<file path="src/rtl/tdpc_pkg.sv">
// shared constants and controller/datapath interface types for the prime counter
package tdpc_pkg;

  localparam int NUMBER_WIDTH = 16;
  localparam int LIMIT_W      = 16;
  localparam int COUNT_W      = 16;
  // divisor never exceeds 2^(NUMBER_WIDTH/2)
  localparam int DIV_W        = NUMBER_WIDTH / 2 + 1;
  localparam int REM_W        = DIV_W + 1;
  localparam int IDX_W        = $clog2(NUMBER_WIDTH);
  localparam int CMP_W        = (NUMBER_WIDTH > LIMIT_W) ? NUMBER_WIDTH : LIMIT_W;
  localparam int SQ_W         = 2 * DIV_W;

  localparam logic [LIMIT_W-1:0] LIMIT_RESET = LIMIT_W'(1000);
  localparam logic [COUNT_W-1:0] COUNT_MAX   = '1;
  localparam logic [DIV_W-1:0]   FIRST_DIV   = DIV_W'(2);
  localparam logic [IDX_W-1:0]   TOP_BIT     = IDX_W'(NUMBER_WIDTH - 1);

  typedef struct packed {
    logic load;       // capture input transaction
    logic mod_start;  // clear remainder, set bit index to the top bit
    logic mod_step;   // one restoring step of the modulo
    logic next_div;   // advance divisor
    logic finish;     // write result into output register
    logic prime;      // result flag that goes with finish
  } cmd_t;

  typedef struct packed {
    logic in_range;
    logic below_two;  // number is 0 or 1
    logic sq_gt;      // divisor squared exceeds number
    logic mod_last;   // current step is the final bit
    logic rem_zero;
    logic out_free;
  } stat_t;

endpackage

</file>
<file path="src/rtl/trial_division_prime_counter_unit.sv">
// top level of the trial-division prime counter
//
// input channel: in_valid_i/in_ready_o carry number_i and last_i; one
//   transaction is taken only while the unit is idle
// output channel: out_valid_o/out_ready_i carry prime_flag_o, in_range_o,
//   prime_count_o and run_end_o, exactly one result transaction per input
// config: cfg_we_i writes upper_limit from cfg_wdata_i at once; the user must
//   write it only while idle, as the block itself does not enforce this
// out-of-range numbers and 0/1 go from the range check straight to the
//   result; otherwise each divisor tried costs a square compare,
//   NUMBER_WIDTH restoring modulo steps and a remainder check, with up to
//   254 divisors tried for 16-bit numbers; one item at a time, and the shared
//   one-bit-per-cycle modulo unit sets the rate
// the result sits in an output register; the next transaction is accepted
//   while it waits, and only the final write stalls if the receiver is slow
// reset: upper_limit returns to 1000, running count clears, no result valid
// the count saturates at its maximum and clears after a run_end result
module trial_division_prime_counter_unit (
  input  logic                              clk_i,
  input  logic                              rst_ni,
  input  logic                              cfg_we_i,
  input  logic [tdpc_pkg::LIMIT_W-1:0]      cfg_wdata_i,
  input  logic                              in_valid_i,
  output logic                              in_ready_o,
  input  logic [tdpc_pkg::NUMBER_WIDTH-1:0] number_i,
  input  logic                              last_i,
  output logic                              out_valid_o,
  input  logic                              out_ready_i,
  output logic                              prime_flag_o,
  output logic                              in_range_o,
  output logic [tdpc_pkg::COUNT_W-1:0]      prime_count_o,
  output logic                              run_end_o
);
  import tdpc_pkg::*;

  // command and status between sequencer and datapath
  cmd_t  cmd;
  stat_t stat;

  tdpc_ctrl u_ctrl (
    .clk_i      (clk_i),
    .rst_ni     (rst_ni),
    .in_valid_i (in_valid_i),
    .in_ready_o (in_ready_o),
    .stat_i     (stat),
    .cmd_o      (cmd)
  );

  tdpc_datapath u_dp (
    .clk_i         (clk_i),
    .rst_ni        (rst_ni),
    .cfg_we_i      (cfg_we_i),
    .cfg_wdata_i   (cfg_wdata_i),
    .number_i      (number_i),
    .last_i        (last_i),
    .cmd_i         (cmd),
    .stat_o        (stat),
    .out_valid_o   (out_valid_o),
    .out_ready_i   (out_ready_i),
    .prime_flag_o  (prime_flag_o),
    .in_range_o    (in_range_o),
    .prime_count_o (prime_count_o),
    .run_end_o     (run_end_o)
  );

endmodule

</file>
<file path="src/rtl/tdpc_ctrl.sv">
// controller state machine sequencing divisor trials and modulo steps
module tdpc_ctrl (
  input  logic           clk_i,
  input  logic           rst_ni,
  input  logic           in_valid_i,
  output logic           in_ready_o,
  input  tdpc_pkg::stat_t stat_i,
  output tdpc_pkg::cmd_t  cmd_o
);
  import tdpc_pkg::*;

  typedef enum logic [2:0] {
    S_IDLE,
    S_CHECK,
    S_MOD,
    S_EVAL,
    S_DONE
  } state_e;

  state_e state_q, state_d;
  logic   prime_q, prime_d;

  always_comb begin
    state_d    = state_q;
    prime_d    = prime_q;
    cmd_o      = '0;
    in_ready_o = 1'b0;
    unique case (state_q)
      S_IDLE: begin
        in_ready_o = 1'b1;
        if (in_valid_i) begin
          cmd_o.load = 1'b1;
          state_d    = S_CHECK;
        end
      end
      S_CHECK: begin
        if (!stat_i.in_range || stat_i.below_two) begin
          prime_d = 1'b0;
          state_d = S_DONE;
        end else if (stat_i.sq_gt) begin
          prime_d = 1'b1;
          state_d = S_DONE;
        end else begin
          cmd_o.mod_start = 1'b1;
          state_d         = S_MOD;
        end
      end
      S_MOD: begin
        cmd_o.mod_step = 1'b1;
        if (stat_i.mod_last) begin
          state_d = S_EVAL;
        end
      end
      S_EVAL: begin
        if (stat_i.rem_zero) begin
          prime_d = 1'b0;
          state_d = S_DONE;
        end else begin
          cmd_o.next_div = 1'b1;
          state_d        = S_CHECK;
        end
      end
      S_DONE: begin
        if (stat_i.out_free) begin
          cmd_o.finish = 1'b1;
          cmd_o.prime  = prime_q;
          state_d      = S_IDLE;
        end
      end
      default: state_d = S_IDLE;
    endcase
  end

  always_ff @(posedge clk_i or negedge rst_ni) begin
    if (!rst_ni) begin
      state_q <= S_IDLE;
      prime_q <= 1'b0;
    end else begin
      state_q <= state_d;
      prime_q <= prime_d;
    end
  end

endmodule

</file>
<file path="src/rtl/tdpc_datapath.sv">
// datapath: operand, divisor, remainder, running count and output registers
module tdpc_datapath (
  input  logic                              clk_i,
  input  logic                              rst_ni,
  input  logic                              cfg_we_i,
  input  logic [tdpc_pkg::LIMIT_W-1:0]      cfg_wdata_i,
  input  logic [tdpc_pkg::NUMBER_WIDTH-1:0] number_i,
  input  logic                              last_i,
  input  tdpc_pkg::cmd_t                    cmd_i,
  output tdpc_pkg::stat_t                   stat_o,
  output logic                              out_valid_o,
  input  logic                              out_ready_i,
  output logic                              prime_flag_o,
  output logic                              in_range_o,
  output logic [tdpc_pkg::COUNT_W-1:0]      prime_count_o,
  output logic                              run_end_o
);
  import tdpc_pkg::*;

  logic [LIMIT_W-1:0]      limit_q;
  logic [NUMBER_WIDTH-1:0] num_q;
  logic                    last_q;
  logic [DIV_W-1:0]        div_q;
  logic [REM_W-1:0]        rem_q, rem_d;
  logic [IDX_W-1:0]        idx_q;
  logic [COUNT_W-1:0]      count_q, count_new;
  logic                    out_valid_q;
  logic                    in_range;
  logic [SQ_W-1:0]         square;
  logic [REM_W-1:0]        shifted;

  assign in_range = CMP_W'(num_q) <= CMP_W'(limit_q);
  assign square   = SQ_W'(div_q) * SQ_W'(div_q);

  // restoring remainder step, one dividend bit per cycle
  assign shifted = {rem_q[DIV_W-1:0], num_q[idx_q]};
  always_comb begin
    if (shifted >= REM_W'(div_q)) begin
      rem_d = shifted - REM_W'(div_q);
    end else begin
      rem_d = shifted;
    end
  end

  assign count_new = (cmd_i.prime && (count_q != COUNT_MAX)) ? count_q + COUNT_W'(1)
                                                              : count_q;

  assign stat_o.in_range  = in_range;
  assign stat_o.below_two = num_q < NUMBER_WIDTH'(2);
  assign stat_o.sq_gt     = square > SQ_W'(num_q);
  assign stat_o.mod_last  = idx_q == '0;
  assign stat_o.rem_zero  = rem_q == '0;
  assign stat_o.out_free  = !out_valid_q || out_ready_i;

  always_ff @(posedge clk_i or negedge rst_ni) begin
    if (!rst_ni) begin
      limit_q     <= LIMIT_RESET;
      count_q     <= '0;
      out_valid_q <= 1'b0;
    end else begin
      if (cfg_we_i) begin
        limit_q <= cfg_wdata_i;
      end
      if (cmd_i.finish) begin
        out_valid_q <= 1'b1;
        count_q     <= last_q ? '0 : count_new;
      end else if (out_ready_i) begin
        out_valid_q <= 1'b0;
      end
    end
  end

  always_ff @(posedge clk_i) begin
    if (cmd_i.load) begin
      num_q  <= number_i;
      last_q <= last_i;
      div_q  <= FIRST_DIV;
    end
    if (cmd_i.next_div) begin
      div_q <= div_q + DIV_W'(1);
    end
    if (cmd_i.mod_start) begin
      rem_q <= '0;
      idx_q <= TOP_BIT;
    end
    if (cmd_i.mod_step) begin
      rem_q <= rem_d;
      idx_q <= idx_q - IDX_W'(1);
    end
    if (cmd_i.finish) begin
      prime_flag_o  <= cmd_i.prime;
      in_range_o    <= in_range;
      prime_count_o <= count_new;
      run_end_o     <= last_q;
    end
  end

  assign out_valid_o = out_valid_q;

endmodule

</file>
<file path="config.mk">
export PLATFORM = sky130hd
export DESIGN_NAME = trial_division_prime_counter_unit
export DESIGN_NICKNAME = d
export VERILOG_FILES = /design/src/rtl/tdpc_pkg.sv /design/src/rtl/trial_division_prime_counter_unit.sv /design/src/rtl/tdpc_ctrl.sv /design/src/rtl/tdpc_datapath.sv
export SDC_FILE = /design/constraint.sdc
export NUM_CORES = 1
export LEC_CHECK = 0
export BUFFER_PORTS_ARGS = -buffer_cell sky130_fd_sc_hd__buf_2
export CAP_MARGIN = 20
export CORE_MARGIN = 2
export CORE_UTILIZATION = 51
export DETAILED_ROUTE_END_ITERATION = 6
export GPL_ROUTABILITY_DRIVEN = 0
export PLACE_DENSITY = 0.78
export RECOVER_POWER = 100
export SKIP_CTS_REPAIR_TIMING = 1
export SLEW_MARGIN = 15
export SYNTH_ARGS = -nofsm -noshare
export SYNTH_HDL_FRONTEND = slang
export SYNTH_SLANG_ARGS = --single-unit
</file>
<file path="constraint.sdc">
create_clock -name clk_i -period 21.1 [get_ports clk_i]
set_clock_uncertainty 0.2 [all_clocks]
set_input_delay 2.11 -clock clk_i [delete_from_list [all_inputs] [get_ports clk_i]]
set_output_delay 2.11 -clock clk_i [all_outputs]
set_load 0.02 [all_outputs]
</file>
==> impl_metrics.py <==
metrics = {
    "placement": {
        "place_hpwl_um": 11900,
        "io_buffers": 58,
        "place_ws_ns": 13.48,
    },
    "global_routing": {
        "antenna_found_initial": 0,
        "track_usage_pct": 20.6,
        "grt-ovfl-total": 0,
        "grt_pass1_wl_um": 26300,
        "grt_pass1_vias": 5448,
        "grt_max_degree": 38,
    },
    "worst_hold_path": {
        "hold_class": "flip-flop to flip-flop",
    },
    "run_status": {
        "status": "finished, violations left",
        "violations": "capacitance limit, slew limit",
    },
    "yosys": {
        "synth-edff-count": 59,
        "yosysTopAreaCell": "edfxtp_1",
        "synth-main-ff-cell": "edfxtp_1",
        "syn-mean-instance-area_um2": 9.71,
        "syn_nets": 925,
        "netlist.area_leader.share_pct": 23.5,
        "synth_area_um2": 7530,
        "synth_cell_type_count": 72,
        "ys.warnings.count": 0,
        "ys_seq_area_share_pct": 35.9,
        "synth-seq-cells": 96,
        "ys_top_cells_by_area": "edfxtp_1, ha_1, dfrtp_1",
        "synth_cells": 775,
        "ys_async_sr_fraction_pct": 38.5,
    },
    "layout": {
        "multi_input_area_um2": 4260,
        "fin_nets": 970,
        "most-common-layout-cells": "inv_1, ha_1, nand2_1",
        "final_common_cell": "inv_1",
        "layout-drive-gt1-share_pct": 8.85,
        "antenna_cells": 0,
        "fillCellCount": 1260,
        "ff_latch_area_um2": 2710,
        "syn_to_final_growth_pct": 8.86,
    },
    "route": {
        "drcViolationCount": 0,
        "drt-initial-drc-count": 457,
        "wl_um": 15500,
        "vias": 5641,
        "vias_per_cell": 5.59,
        "ant_nets": 0,
        "wire_per_inst_um": 15.4,
        "drtPass1Iterations": 5,
    },
    "clock_tree": {
        "clockBufferDepth": 2,
        "cts_root_buf": "clkbuf_16",
        "clk_pin_slew_worst_paths_ns": 0.06,
        "h-tree-depth": 3,
        "cts_tree": "done",
        "clock-sinks": 96,
        "cts_made_buffers": 9,
        "clkLatencyLatePin_ns": 0.35,
    },
    "setup_path": {
        "crit_family": "adder cells",
        "crit_fanout": 10,
        "start_kind": "flip-flop",
        "crit_required_ns": 20.89,
        "critical_path_class": "flip-flop to flip-flop",
        "crit_arrival_ns": 7.74,
        "critPathBufInv": 6,
        "crit_slowest_cell": "fa_1",
        "rrSetupSlack_ns": 13.15,
        "slowest_delay_ns": 0.60,
        "endpoint_kind": "flip-flop",
    },
    "die": {
        "die_x_um": 125,
        "io_pins": 59,
        "core_area_um2": 14500,
        "die_y_um": 125,
        "std_cell_rows": 44,
        "die_area_um2": 15700,
        "start_util_pct": 52.0,
    },
    "timing": {
        "whs_ns": 0.308,
        "rsz0062_at_grt": "false",
        "tightest_slew_ns": 2.06,
        "hold_viol_final": 0,
        "period_share_pct": 37.7,
        "max_slew_margin_pct": -37.5,
        "fin_tns_setup_ns": 0,
        "period_minus_slack_ns": 7.95,
        "drv_slew": 38,
        "setup_viol": 0,
        "max_freq_ghz": 0.126,
        "worst_slack_ns": 13.15,
    },
    "run": {
        "cap_violations": 1,
    },
}
## final timing paths
| check | startpoint | end | cells past startpoint |
|---|---|---|---|
| worst max-delay path | u_dp.div_q[6]$_SDFFCE_PN0P_ | u_dp.rem_q[4]$_SDFFCE_PN0P_ | 26 |
| worst min-delay path | u_dp.limit_q[8]$_DFFE_PN1P_ | u_dp.limit_q[8]$_DFFE_PN1P_ | 2 |
| worst max register to register | u_dp.div_q[6]$_SDFFCE_PN0P_ | u_dp.rem_q[4]$_SDFFCE_PN0P_ | 26 |
| worst min register to register | u_dp.limit_q[8]$_DFFE_PN1P_ | u_dp.limit_q[8]$_DFFE_PN1P_ | 2 |
| max in group asynchronous | rst_ni | u_ctrl.prime_q$_DFFE_PN0P_ | 1 |
| min in group asynchronous | rst_ni | u_dp.count_q[7]$_DFFE_PN0P_ | 1 |
## cell type report
class,count,area share (%)
multi-input combinational,540,52.0
sequential,96,33.0
inverter,114,5.24
timing repair buffer,59,3.24
clock buffer,12,3.01
tap,184,2.81
clock inverter,4,0.641
## routing by layer
metal | vias to the layer above | global-route usage, % | part of all wire [%]
met5 | - | 0 | 0
met1 | 2650 | 29.3 | 47
met4 | 0 | 8.82 | 2.8
met2 | 179 | 31.7 | 45
li1 | 2779 | - | -
met3 | 33 | 2.74 | 5.0
## synthesized netlist by cell type (11+ instances only)
cell and number:
xor2_1 11, inv_1 109, nor3_1 12, dfrtp_1 31
nand3_1 21, xnor2_1 31, fa_1 36, clkbuf_1 15
o31ai_1 13, a21oi_1 37, nor2_1 52, nand2_1 63
edfxtp_1 59, ha_1 76, o21ai_0 40, o21ai_1 16
## state kept, by name, summed over array words and instances (netlist names)
| signal | flops |
|---|---|
| u_dp.rem_q | 10 |
| u_dp.run_end_o | 1 |
| u_ctrl.prime_q | 1 |
| u_dp.num_q | 16 |
| u_dp.prime_count_o | 16 |
| u_dp.div_q | 9 |
| u_dp.last_q | 1 |
| u_dp.prime_flag_o | 1 |
| u_dp.count_q | 16 |
| u_ctrl.state_q | 3 |
| u_dp.in_range_o | 1 |
| u_dp.out_valid_o | 1 |
| u_dp.idx_q | 4 |
| u_dp.limit_q | 16 |
## cell families (layout without fill, tap and decap cells)
kind of cell / Yosys count / after routing / share of synthesized area [%]
AND/OR/NAND/NOR: 209 / 209 / 13.5
AO/OA/AOI/OAI: 168 / 168 / 14.2
buffers and inverters: 139 / 189 / 7.18
adder cells (fa/ha/maj): 112 / 112 / 22.2
flip-flops: 96 / 96 / 35.9
XOR/XNOR: 42 / 42 / 4.89
multiplexers: 9 / 9 / 2.06
## metrics by stage
step / cell area [um2] / utilization, % / instances
5_1_grt: 8190 / 56.6 / 1009
6_report: 8190 / 56.6 / 1009
3_5_place_dp: 7940 / 54.8 / 992
3_3_place_gp: 7940 / 54.8 / 992
4_1_cts: 8230 / 56.9 / 1008
2_1_floorplan: 7530 / - / 775
## worst reg2reg max path, delay by kind of cell (launching register included)
family	cells	cell delay, ns
adders and majority gates	6	2.75
buffers and inverters	6	1.07
and+or+nand+nor	3	0.50
AOI/OAI and AO/OA	10	2.48
xor gates and xnor gates	1	0.15
DFF	1	0.47
Power is left out: the tool's default activity adds up to more than one toggle a clock period on the data nets, which glitch-free logic cannot reach.
